--- config.mk ---
export PLATFORM = sky130hd
export DESIGN_NAME = rwu_sqrt_cell
export DESIGN_NICKNAME = d
export VERILOG_FILES = /design/src/rtl/rwu_pkg.sv /design/src/rtl/rwu_sqrt_cell.sv
export SDC_FILE = /design/constraint.sdc
export NUM_CORES = 1
export LEC_CHECK = 0
export ABC_AREA = 1
export BUFFER_PORTS_ARGS = -buffer_cell sky130_fd_sc_hd__buf_2
export CORE_AREA = 3 3 245 247
export DETAILED_ROUTE_END_ITERATION = 7
export DIE_AREA = 0 0 248 250
export GPL_ROUTABILITY_DRIVEN = 0
export PLACE_DENSITY = 0.48
export SYNTH_ARGS = -nofsm -noshare
export SYNTH_HDL_FRONTEND = slang
export SYNTH_SLANG_ARGS = --single-unit
--- constraint.sdc ---
create_clock -name aclk -period 9.7 [get_ports aclk]
set_clock_uncertainty 0.05 [all_clocks]
set_input_delay 0.485 -clock aclk [delete_from_list [all_inputs] [get_ports aclk]]
set_output_delay 0.485 -clock aclk [all_outputs]
set_load 0.1 [all_outputs]
--- src/rtl/rwu_pkg.sv ---
// Shared types and constants for the RMSProp weight update core.
package rwu_pkg;

    localparam logic [15:0] DECAY_RESET = 16'd58982;
    localparam logic [15:0] STEP_RESET  = 16'd655;

    // Configuration register indexes
    localparam logic [15:0] REG_DECAY = 16'd0;
    localparam logic [15:0] REG_STEP  = 16'd1;

    // Square root produces 25 result bits; the quotient has 47 bits
    localparam int SQRT_STEPS = 25;
    localparam int DIV_BITS   = 47;
    localparam int CELLS      = SQRT_STEPS + DIV_BITS;

    typedef struct packed {
        logic signed [31:0] weight;
        logic [31:0]        avg_in;
        logic [31:0]        avg;
        logic               neg;
        logic               frz;
        logic [46:0]        num;
        logic [48:0]        rad;
        logic [49:0]        root;
        logic [25:0]        rem;
        logic [46:0]        quo;
    } rwu_pkt_t;

endpackage

--- src/rtl/rwu_sqrt_cell.sv ---
// One square root cell: settles one result bit of the root.
module rwu_sqrt_cell
    import rwu_pkg::*;
#(
    parameter int K = 0
)
(
    input  logic     aclk,
    input  logic     aresetn,
    input  logic     en,
    input  logic     in_valid,
    input  rwu_pkt_t in_pkt,
    output logic     out_valid,
    output rwu_pkt_t out_pkt
);

    localparam logic [49:0] BIT = 50'(1) << (2 * K);

    logic     valid_reg;
    rwu_pkt_t pkt_reg;
    rwu_pkt_t pkt_next;
    logic [49:0] trial;

    // Subtract the trial value when it fits, shift the root
    always_comb begin
        pkt_next = in_pkt;
        trial    = in_pkt.root + BIT;
        if ({1'b0, in_pkt.rad} >= trial) begin
            pkt_next.rad  = in_pkt.rad - trial[48:0];
            pkt_next.root = (in_pkt.root >> 1) + BIT;
        end else begin
            pkt_next.root = in_pkt.root >> 1;
        end
    end

    always_ff @(posedge aclk) begin
        if (!aresetn) begin
            valid_reg <= 1'b0;
        end else if (en) begin
            valid_reg <= in_valid;
        end
        if (en) begin
            pkt_reg <= pkt_next;
        end
    end

    assign out_valid = valid_reg;
    assign out_pkt   = pkt_reg;

endmodule

---- After elaboration in Yosys (flattened, before gate mapping) ----
Cells that the tools add are included.
Widths: inputs -> output; s select.
operators by class
  add/sub/neg operators ................... 3
  magnitude comparators ................... 1
  muxes and demuxes ....................... 2
operators by type and width
  operator               count
  $mux 49                2
  $add 49x1->50 const B  1
  $add 50x1->50 const B  1
  $ge 49x50->1           1
  $sub 49x49->49         1
word-level totals
  bits in registers ....................... 318
  bits of input ports ..................... 321
  output and inout port bits .............. 318

---- Longest topological paths before layout ----
  word-level depth ........................ 3
  mapped depth ............................ 28
  depth with buffers taken out ............ 26

---- Worst setup path after synthesis ----
OpenSTA, ideal clock, no wires.
  kind .................................... input to register
  start point ............................. input port in_pkt[74] in the netlist's numbering
  end point ............................... register pkt_reg, in the netlist out_pkt[152] (data pin)
  arrival ................................. 3.459 ns
  required time ........................... 9.397 ns
  slack ................................... 5.939 ns
  stages on the path ...................... 25
  path through ............................ ha_1 -> nand3_1 -> inv_1 -> nand2_1 -> nor3_1 -> nand3_1 -> nor2_1 -> xor2_1 -> mux2i_1 -> ha_1 -> nand2_1 -> nor2_1 -> nand2_1 -> nor2_1 -> nand2_1 -> nor2_1 -> nand3_1 -> nand3_1 -> nand2_1 -> nand2_1 -> nor2_4 -> buf_6 -> buf_2 -> nand3_1 -> nand2_1
RTL lines
  element               line                 source
  from (decl)           rwu_sqrt_cell.sv:12  input rwu_pkt_t in_pkt,
  to (signal assigned)  rwu_sqrt_cell.sv:43  pkt_reg <= pkt_next;
  to (decl)             rwu_sqrt_cell.sv:20  rwu_pkt_t pkt_reg;

==> results.py <==
metrics = {
    "cells_and_area": {
        "drive_gt1_share_pct": 30.2,
        "nets": 2691,
        "area_growth_pct": 32.4,
        "final-instance-count-excl-fill": 3123,
    },
    "global_routing": {
        "grt_pass1_vias": 15100,
        "grt_max_degree": 101,
        "grt_use_total_pct": 25.4,
        "grt-ovfl-total": 0,
        "grt_pass1_wl_um": 112000,
        "antenna_found_initial": 34,
    },
    "yosys": {
        "synth.net_count": 2046,
        "yosysSeqAreaShare_pct": 58.4,
        "synth_warnings": 0,
        "syn_area_per_cell_um2": 9.77,
        "synthCells": 1673,
        "ys_seq_elements": 318,
        "synth_cell_types": 33,
        "syn-cell-area_um2": 16300,
    },
    "power_and_ir_drop": {
        "p_total_w": 0.00478,
        "leakage_nw": 9.67,
        "vdd_ir_drop_max_mv": 0.152,
        "p_per_area_nw_per_um2": 221,
    },
    "timing": {
        "period_needed_ns": 5.91,
        "timing.hold.ws_ns": 0.0423,
        "layout_setup_ws_ns": 3.79,
        "slew_violations": 0,
        "tns_ns": 0,
        "fmax_mhz": 169,
        "tightest_slew_ns": 1.16,
        "finalHoldViolations": 0,
        "rsz0062_at_grt": "false",
        "setup_viol": 0,
        "fin_crit_sh_pct": 60.9,
        "relSlewSlack_pct": 22.5,
    },
    "worst_setup_path": {
        "worst_r2r_path_depth": 2,
        "cp.arrival_ns": 6.15,
        "crit_type": "primary input to register",
        "crit_chain": "buf_2 > ha_1 > nand3_1 > nor2_1 > nand2_1 > nor2_1 > nand2_1 > nor2_1 > xor2_1 > ha_1 > nand2_1 > nor2_1 > inv_1 > o21ai_0 > nor2_1 > nand3_1 > nand2_2 > buf_4 > nand2_2 > buf_4 > nand2_1 > nand2_1",
        "cp_slowest_cell": "buf_4",
        "end_kind": "register",
        "setup.worst_path.start_class": "primary input",
        "cp.required_ns": 9.95,
        "cp_slowest_stage_delay_ns": 0.86,
        "cp_max_fo": 100,
    },
    "clock_tree": {
        "htree_num_levels": 2,
        "cts_resized": 0,
        "cts.sinks": 318,
        "clkTransAtPathRegs_ns": 0.06,
        "clockBufferDepth": 3,
        "cts_hold_buffers": 0,
        "clkLatencyLatePin_ns": 0.55,
        "root_buffer": "clkbuf_16",
        "cts-buffers-inserted": 39,
        "cts_setup_buffers": 0,
        "cts_tree": "done",
    },
    "detailed_routing": {
        "vias_per_cell": 4.89,
        "first_iter_violations": 1335,
        "dr.pass1.iters": 5,
        "drc": 0,
        "wl_per_cell_um": 26.3,
        "routed_wl_um": 82000,
        "vias": 15300,
        "postRouteAntennaNets": 0,
    },
    "place": {
        "post-place-ws_ns": 3.28,
        "place_hpwl_um": 66800,
        "io_buffer_count": 638,
        "place_inst": 3042,
    },
    "floorplan": {
        "fp.dieW_um": 248,
        "die_h_um": 250,
        "ios": 639,
        "initial_utilization_pct": 28.3,
        "dieArea_um2": 62000,
        "core-area_um2": 57800,
        "rows": 88,
    },
    "status": {
        "status": "completed",
    },
    "hold_path": {
        "hold_path_class": "primary input to register",
        "hold_depth": 1,
    },
    "job": {
        "maxCapViolations": 0,
    },
}
## layout make-up
class	instances	area [µm²]
multi-input cells	1174	6060
fillers	5977	36200
flip-flops and latches	318	9540
inverters	141	529
clock inverters	25	279
repair buffers	644	3250
clock buffers	45	998
well taps	765	957
diodes	11	27.5
## final timing paths
check	start	end	slack, ns
worst max-delay path	in_pkt[73]	out_pkt[137]	3.79
worst min-delay path	in_pkt[70]	out_pkt[70]	0.04
worst max register to register	out_valid	out_valid	8.97
worst min register to register	out_valid	out_valid	0.50
## synth_stat cells, drive strengths merged
library cell	number	share of area, %
o21bai	9	0.41
o21ai	48	1.5
ha	51	3.9
a21boi	4	0.18
inv	141	3.2
nor4	9	0.34
xor2	84	4.5
o21a	3	0.14
nor3	29	0.89
nand2	457	11
fa	1	0.12
a31oi	4	0.15
nand3	164	5.0
nor2	158	3.7
buf	30	1.1
nand4	27	1.0
mux2i	6	0.37
edfxtp	317	58
dfxtp	1	0.12
xnor2	24	1.3
o211ai	1	0.046
a21oi	91	2.8
or2	1	0.038
clkbuf	10	0.23
a21o	2	0.092
nand3b	1	0.046
## registers in the layout, indices dropped and copies added (netlist names)
| signal | cells |
|---|---|
| out_pkt | 317 |
| out_valid | 1 |
## metrics by stage
stage	utilization [%]	cell area, µm²
after floorplan	-	16300
after global placement	35.2	20300
after detailed placement	35.2	20300
after CTS	37.4	21600
after global routing	37.4	21600
final	37.4	21600
## power by group
group | switching [W] | internal (W)
sequential | 0.0000446 | 0.00166
clock | 0.000616 | 0.000876
combinational | 0.00133 | 0.000254
## placed cells by master, fill, tap and decap left out, types with 7 or more instances in the layout
| cell type | n |
|---|---|
| xnor2_1 | 24 |
| diode_2 | 11 |
| o21ai_0 | 48 |
| o21bai_1 | 9 |
| inv_1 | 139 |
| buf_2 | 637 |
| nor3_1 | 29 |
| nand4_1 | 27 |
| a21oi_1 | 91 |
| nand2_1 | 455 |
| ha_1 | 51 |
| edfxtp_1 | 317 |
| nand3_1 | 164 |
| clkbuf_16 | 39 |
| xor2_1 | 84 |
| nor2_1 | 155 |
| clkinv_1 | 7 |
| nor4_1 | 9 |
## metal layers
metal | wire length [µm] | track usage [%] | vias to the layer above | share of wire [%]
li1 | - | - | 7047 | -
met1 | 30500 | 28.5 | 7442 | 37
met2 | 43000 | 47.3 | 617 | 52
met3 | 6170 | 6.37 | 135 | 7.5
met4 | 2120 | 6.47 | 30 | 2.6
met5 | 201 | 0 | - | 0.25
## critical path: cells and delay by family
kind            cells  cell delay, ns
simple gates       14            2.62
compound gates      1            0.12
buf+inv             4            1.89
fa+ha+maj           2            0.63
xor+xnor            1            0.33
## cell families (layout without fill, tap and decap cells)
group	count (synthesis)	in the layout	synth area share (%)
buffers and inverters	181	855	4.57
and+or+nand+nor	846	846	21.6
adders and majority gates	52	52	4.03
xor gates and xnor gates	108	108	5.79
muxes	6	6	0.367
DFF	318	318	58.4
AOI/OAI and AO/OA	162	162	5.28
other	0	11	0
Note: power is estimated with default switching activity, not from simulation.
