<file path="src/rtl/rwu_pkg.sv">
// Shared types and constants for the RMSProp weight update core.
package rwu_pkg;

    localparam logic [15:0] DECAY_RESET = 16'd58982;
    localparam logic [15:0] STEP_RESET  = 16'd655;

    // Configuration register indexes
    localparam logic [15:0] REG_DECAY = 16'd0;
    localparam logic [15:0] REG_STEP  = 16'd1;

    // Square root produces 25 result bits; the quotient has 47 bits
    localparam int SQRT_STEPS = 25;
    localparam int DIV_BITS   = 47;
    localparam int CELLS      = SQRT_STEPS + DIV_BITS;

    typedef struct packed {
        logic signed [31:0] weight;
        logic [31:0]        avg_in;
        logic [31:0]        avg;
        logic               neg;
        logic               frz;
        logic [46:0]        num;
        logic [48:0]        rad;
        logic [49:0]        root;
        logic [25:0]        rem;
        logic [46:0]        quo;
    } rwu_pkt_t;

endpackage

</file>
<file path="src/rtl/rwu_div_cell.sv">
// One divider cell: settles one quotient bit of num / root.
module rwu_div_cell
    import rwu_pkg::*;
#(
    parameter int B = 0
)
(
    input  logic     aclk,
    input  logic     aresetn,
    input  logic     en,
    input  logic     in_valid,
    input  rwu_pkt_t in_pkt,
    output logic     out_valid,
    output rwu_pkt_t out_pkt
);

    logic     valid_reg;
    rwu_pkt_t pkt_reg;
    rwu_pkt_t pkt_next;
    logic [26:0] rem_sh;
    logic [26:0] den;

    // Shift in the next numerator bit, subtract when it fits
    always_comb begin
        pkt_next = in_pkt;
        rem_sh   = {in_pkt.rem, in_pkt.num[B]};
        den      = {2'b00, in_pkt.root[24:0]};
        if (rem_sh >= den) begin
            pkt_next.rem    = 26'(rem_sh - den);
            pkt_next.quo[B] = 1'b1;
        end else begin
            pkt_next.rem    = rem_sh[25:0];
            pkt_next.quo[B] = 1'b0;
        end
    end

    always_ff @(posedge aclk) begin
        if (!aresetn) begin
            valid_reg <= 1'b0;
        end else if (en) begin
            valid_reg <= in_valid;
        end
        if (en) begin
            pkt_reg <= pkt_next;
        end
    end

    assign out_valid = valid_reg;
    assign out_pkt   = pkt_reg;

endmodule

</file>
<file path="config.mk">
export PLATFORM = sky130hd
export DESIGN_NAME = rwu_div_cell
export DESIGN_NICKNAME = d
export VERILOG_FILES = /design/src/rtl/rwu_pkg.sv /design/src/rtl/rwu_div_cell.sv
export SDC_FILE = /design/constraint.sdc
export NUM_CORES = 1
export LEC_CHECK = 0
export ABC_AREA = 1
export BUFFER_PORTS_ARGS = -buffer_cell sky130_fd_sc_hd__clkbuf_2
export CORE_AREA = 2 2 251 253
export CTS_BUF_LIST = sky130_fd_sc_hd__clkbuf_4
export CTS_CLUSTER_DIAMETER = 50
export DETAILED_ROUTE_END_ITERATION = 8
export DIE_AREA = 0 0 253 255
export PLACE_DENSITY = 0.52
export SETUP_SLACK_MARGIN = 0.4
export SLEW_MARGIN = 5
export SYNTH_ARGS = -nofsm -noshare
export SYNTH_HDL_FRONTEND = slang
export SYNTH_SLANG_ARGS = --single-unit
</file>
<file path="constraint.sdc">
create_clock -name aclk -period 2.3 [get_ports aclk]
set_clock_uncertainty 0.1 [all_clocks]
set_input_delay 0.115 -clock aclk [delete_from_list [all_inputs] [get_ports aclk]]
set_output_delay 0.115 -clock aclk [all_outputs]
set_load 0.05 [all_outputs]
</file>
==> flow_summary.rst, run 1 <==
.. list-table::
   :header-rows: 1

   * - Metric
     - Value
   * - Result of the run
     - stopped before the end
   * - Last stage reached
     - clock tree synthesis
   * - Error message
     - [ERROR RSZ-0060] Max buffer count reached.
   * - Number of placement rows
     - a little over 90
   * - Number of H-tree levels
     - 3
   * - Synth Warn #
     - 0
   * - Buffer count from post-CTS setup fixing
     - 0
   * - Die boundary height
     - ~260 um
   * - Synthesized-area fraction occupied by ao, oa, aoi and oai cells
     - less than 1%
   * - Summed instance area of the synthesized netlist
     - about 12000 um2
   * - Half-perimeter wire length after detailed placement
     - approximately 40 mm
   * - Num CTS Buffers
     - 90
   * - Synthesized net count
     - 1179
   * - Main combinational cell family by area after synthesis
     - simple AND/OR/NAND/NOR gates
   * - PostCTS Resize Cnt
     - 5
   * - Number of placed instances with taps included
     - 2298
   * - Fraction of the mapped netlist area in adder cells
     - between 2 and 3%
   * - Unique cell type count in the Yosys netlist
     - 26
   * - Synthesized area per cell
     - between 10 and 15 um2
   * - Post-Synthesis Cells
     - 832
   * - Initial core utilization
     - 19.33%
   * - Synth Area in Simple Gates
     - a little under an eighth
   * - Die outline width
     - about 250 um
   * - Share of synthesized area occupied by flip-flops and latches
     - just under 80%
   * - Number of flip-flops and latches in the synthesized netlist
     - between 300 and 400
   * - Proportion of synthesized area in mux cells
     - 0%
   * - Count of buffers from port buffering
     - 637
   * - Number of buffers inserted for hold repair after clock tree synthesis
     - 490
   * - Area share of xor/xnor cells in the synthesized design
     - 0.8018%
   * - Maximum clock path buffer count
     - 3
   * - Number of I/O pins
     - approximately 640
   * - TritonCTS sink count
     - between 300 and 400
   * - Root buf cell
     - sky130_fd_sc_hd__clkbuf_4
   * - Routability congestion estimate
     - 0.8596
-- metrics by stage --
| step | util [%] | instance area (um2) | setup slack (ns) |
|---|---|---|---|
| floorplan | - | 12020 | 0.4935 |
| global placement | 26.53 | 16490 | 0.06288 |
| detailed placement | 26.53 | 16490 | 0.05593 |
-- Yosys cell counts (all sizes together) --
library cell  count  area, um2
edfxtp          317       9519
nand2           238      930.9
inv             126      478.0
nand3            38      207.7
nor2             37      173.9
ha               25      312.8
a21oi            14      77.58
xor2             11      96.34
nand4             8      50.05
buf               4      53.80
nand3b            4      30.03
o21ai             3      15.01
and2              2      12.51
or2               2      12.51
dfxtp             1      20.02
fa                1      20.02
nor3              1      5.000
-- cells by family after synthesis --
group / count (synthesis)
AOI/OAI and AO/OA: 17
and+or+nand+nor: 330
buffers and inverters: 130
DFF: 318
adders and majority gates: 26
xor gates and xnor gates: 11
==> inputs of run 2 (changes only) <==
--- a/config.mk
+++ b/config.mk
@@ -7,13 +7,10 @@
 export LEC_CHECK = 0
 export ABC_AREA = 1
 export BUFFER_PORTS_ARGS = -buffer_cell sky130_fd_sc_hd__clkbuf_2
-export CORE_AREA = 2 2 251 253
-export CTS_BUF_LIST = sky130_fd_sc_hd__clkbuf_4
-export CTS_CLUSTER_DIAMETER = 50
+export CORE_AREA = 2 2 250 252
 export DETAILED_ROUTE_END_ITERATION = 8
-export DIE_AREA = 0 0 253 255
-export PLACE_DENSITY = 0.52
-export SETUP_SLACK_MARGIN = 0.4
+export DIE_AREA = 0 0 252 254
+export PLACE_DENSITY_LB_ADDON = 0.15
 export SLEW_MARGIN = 5
 export SYNTH_ARGS = -nofsm -noshare
 export SYNTH_HDL_FRONTEND = slang
==> run 2 against run 1 <==
Net effect: the run now ends clean; area after synthesis is the same; synthesized cell count is the same.
==> flow_summary.rst, run 2 <==
.. list-table::
   :header-rows: 1

   * - Metric
     - Value
   * - Maximum clock path buffer count
     - 3 (unchanged)
   * - Clock tree from TritonCTS
     - done
   * - Share of final-layout standard cells stronger than drive strength 1
     - ~40%
   * - Half-perimeter wire length after detailed placement
     - 41.30 mm (was 39.98 mm)
   * - Result of the run
     - completed (was stopped before the end)
   * - Slew Limit Headroom
     - 70.92%
   * - Die boundary height
     - 254 um (was 255 um)
   * - Overflow left after global routing
     - 0
   * - Num CTS Buffers
     - 39 (was 90)
   * - Number of global-route vias before repair
     - 10500
   * - Commonest cells post-synth
     - sky130_fd_sc_hd__edfxtp_1, sky130_fd_sc_hd__nand2_1, sky130_fd_sc_hd__inv_1 (unchanged)
   * - Antenna Violating Nets Remaining
     - 0
   * - Setup repair after global routing missed its margin
     - false
   * - WP data required
     - between 2 and 2.5 ns
   * - Vias per Instance
     - ~3.8
   * - Max_cap viols
     - 0
   * - Post-Synthesis Cells
     - 832 (unchanged)
   * - Core Region
     - 61260 um2
   * - Area fraction of the dominant cell type after synthesis
     - 79.23% (unchanged)
   * - Die outline width
     - 252 um (was 253 um)
   * - Time the worst path needs with I/O delays and setup
     - 2.163 ns
   * - Initial core utilization
     - 19.61% (was 19.33%)
   * - Most frequently used flop master after synthesis
     - sky130_fd_sc_hd__edfxtp_1 (unchanged)
   * - Number of non-filler instances in the completed layout
     - between 2000 and 3000
   * - Largest area contributor in the synthesized netlist
     - sky130_fd_sc_hd__edfxtp_1 (unchanged)
   * - First-pass GRT wire length
     - 70.93 mm
   * - First DRT Iteration DRCs
     - ~540
   * - Count of cells along the worst register-to-register path
     - 3
   * - Number of flip-flops and latches in the synthesized netlist
     - 318 (unchanged)
   * - Kind of end point of the critical path
     - register
   * - Reg clk slew, reported paths
     - about 0.060 ns
   * - DRC viols
     - 0
   * - Max Fanout on Critical Path
     - 3
   * - Number of enable-type register cells in the synthesized netlist
     - 317 (unchanged)
   * - Category of the most critical setup path
     - input port to register
   * - WP data arrival
     - about 2.3 ns
   * - FMAX
     - between 400 and 500 MHz
   * - Synth Warn #
     - 0 (unchanged)
   * - Max IR drop VDD
     - roughly 0.52 mV
   * - Via count of the routed design
     - roughly 10000
   * - Max FFs per register
     - ~320
   * - Area growth syn-to-layout
     - 73.87%
   * - Summed instance area of the synthesized netlist
     - 12020 um2 (unchanged)
   * - Most common library cell in the layout ignoring fill and taps
     - sky130_fd_sc_hd__clkbuf_2
   * - Count of buffers from port buffering
     - 637 (unchanged)
   * - Initial antenna violation count
     - 11
   * - Type of origin of the critical path
     - input port
   * - Number of I/O pins
     - 639 (unchanged)
   * - TritonCTS sink count
     - 318 (unchanged)
   * - Depth of the worst hold-timing path
     - 2
   * - Final core area utilization
     - 34.10%
   * - Number of H-tree levels
     - 2 (was 3)
   * - Hold crit path type
     - input port to register
   * - Overall power of the completed layout
     - 17.25 mW
   * - Slew at the pin with the worst max-slew slack
     - ~0.44 ns
   * - Fin. max-slew vios
     - 0
   * - Smallest hold slack
     - roughly 0.18 ns
   * - Area contributors post-synth
     - sky130_fd_sc_hd__edfxtp_1, sky130_fd_sc_hd__nand2_1, sky130_fd_sc_hd__inv_1, sky130_fd_sc_hd__ha_1, sky130_fd_sc_hd__nand3_1 (unchanged)
   * - Final WL
     - ~52 mm
   * - Final-stage net count
     - ~2200
   * - PD cells
     - 825.6 nW/um2
   * - Pre-Repair DR Iteration Count
     - 4
   * - Pin count of the biggest net entering global routing
     - 68
   * - Global-route usage over all layers
     - 15.39%
   * - Synthesized net count
     - 1179 (unchanged)
   * - Share of synthesized flip-flops with an asynchronous set or reset
     - 0% (unchanged)
   * - Number of placed instances with taps included
     - 2276 (was 2298)
   * - Commonest non-fill, non-tap cells in the layout
     - sky130_fd_sc_hd__clkbuf_2, sky130_fd_sc_hd__dlygate4sd3_1, sky130_fd_sc_hd__edfxtp_1
   * - Latest clock arrival within the worst-skew pair
     - about 0.54 ns
   * - Routability congestion estimate
     - 0.8267 (was 0.8596)
   * - Wirelength per Cell
     - 19.33 um
   * - Unique cell type count in the Yosys netlist
     - 26 (unchanged)
   * - Number of placement rows
     - 91 (was 92)
   * - Synthesized area per cell
     - 14.44 um2 (unchanged)
   * - Count of final hold-check violations
     - 0
   * - Root buf cell
     - sky130_fd_sc_hd__clkbuf_16 (was sky130_fd_sc_hd__clkbuf_4)
   * - Fraction of the cycle the final worst path needs
     - between 90% and 100%
   * - Most repeated cell in the gate-level netlist after synthesis
     - sky130_fd_sc_hd__edfxtp_1 (unchanged)
   * - Total negative slack for setup checks
     - 0 ns
   * - Final-report setup violation count
     - 0
   * - Leakage power
     - 9.536 nW
   * - Share of synthesized area occupied by flip-flops and latches
     - 79.39% (unchanged)
   * - Die ar.
     - 64010 um2
run 2: worst paths after layout:
| kind | start | end | slack, ns |
|---|---|---|---|
| worst max-delay path | in_pkt[172] | out_pkt[67]$_DFFE_PP_ | 0.14 |
| worst min-delay path | in_pkt[130] | out_pkt[130]$_DFFE_PP_ | 0.18 |
| worst max register to register | out_valid$_SDFFE_PN0P_ | out_valid$_SDFFE_PN0P_ | 0.95 |
| worst min register to register | out_valid$_SDFFE_PN0P_ | out_valid$_SDFFE_PN0P_ | 1.06 |
run 2: layout make-up:
class | instances | area (um2)
fillers | 6240 | 40370
clock inverters | 17 | 192.7
repair buffers | 977 | 6584
flip-flops and latches | 318 | 9539
diodes | 12 | 30.03
well taps | 790 | 988.4
multi-input cells | 384 | 1976
inverters | 126 | 478.0
clock buffers | 54 | 1104
run 2: what timing repair did:
action,in CTS,in global routing
endpoints found under the setup margin,0,7
hold buffers,318,0
hold endpoints to repair,352,0
gates resized for setup,0,10
setup buffers,0,1
run 2: cells by family after synthesis:
kind of cell	count (synthesis)	synth area share, %
compound gates	17	0.7706
xor+xnor	11	0.8018
fa+ha+maj	26	2.770
buf+inv	130	4.426
flops	318	79.39
simple gates	330	11.84
run 2: routing by layer:
layer  GRT usage, %  part of all wire, %
met1          15.85                   36
met3          4.394                  6.6
met5              0                0.023
met2          28.51                   53
met4          7.540                  4.8
run 2: critical path, cell delays in order:
cell and delay, ns:
sky130_fd_sc_hd__dlygate4sd3_1 0.54, sky130_fd_sc_hd__clkbuf_2 0.11, sky130_fd_sc_hd__inv_1 0.07, sky130_fd_sc_hd__ha_1 0.15, sky130_fd_sc_hd__inv_1 0.09, sky130_fd_sc_hd__fa_2 0.35
sky130_fd_sc_hd__nand2_1 0.10, sky130_fd_sc_hd__nand3_1 0.10, sky130_fd_sc_hd__and2_1 0.21, sky130_fd_sc_hd__nand3b_1 0.15, sky130_fd_sc_hd__nand4_1 0.11, sky130_fd_sc_hd__nand3_1 0.17
sky130_fd_sc_hd__nand2_1 0.07
run 2: per-stage QoR:
stage	area [um2]	setup slack (ns)
final	20890	0.1374
after global routing	20880	0.005347
after CTS	20820	0.08633
after detailed placement	16340	0.08380
after global placement	16340	0.06279
after floorplan	12020	0.4935
run 2: power breakdown:
part	switching (mW)	internal [mW]	leakage, nW	total [mW]
clock	2.52	3.72	0.635	6.24
combinational	2.82	1.10	5.79	3.92
sequential	0.143	6.95	3.11	7.09
No activity file was read; power rests on OpenSTA's default activity.
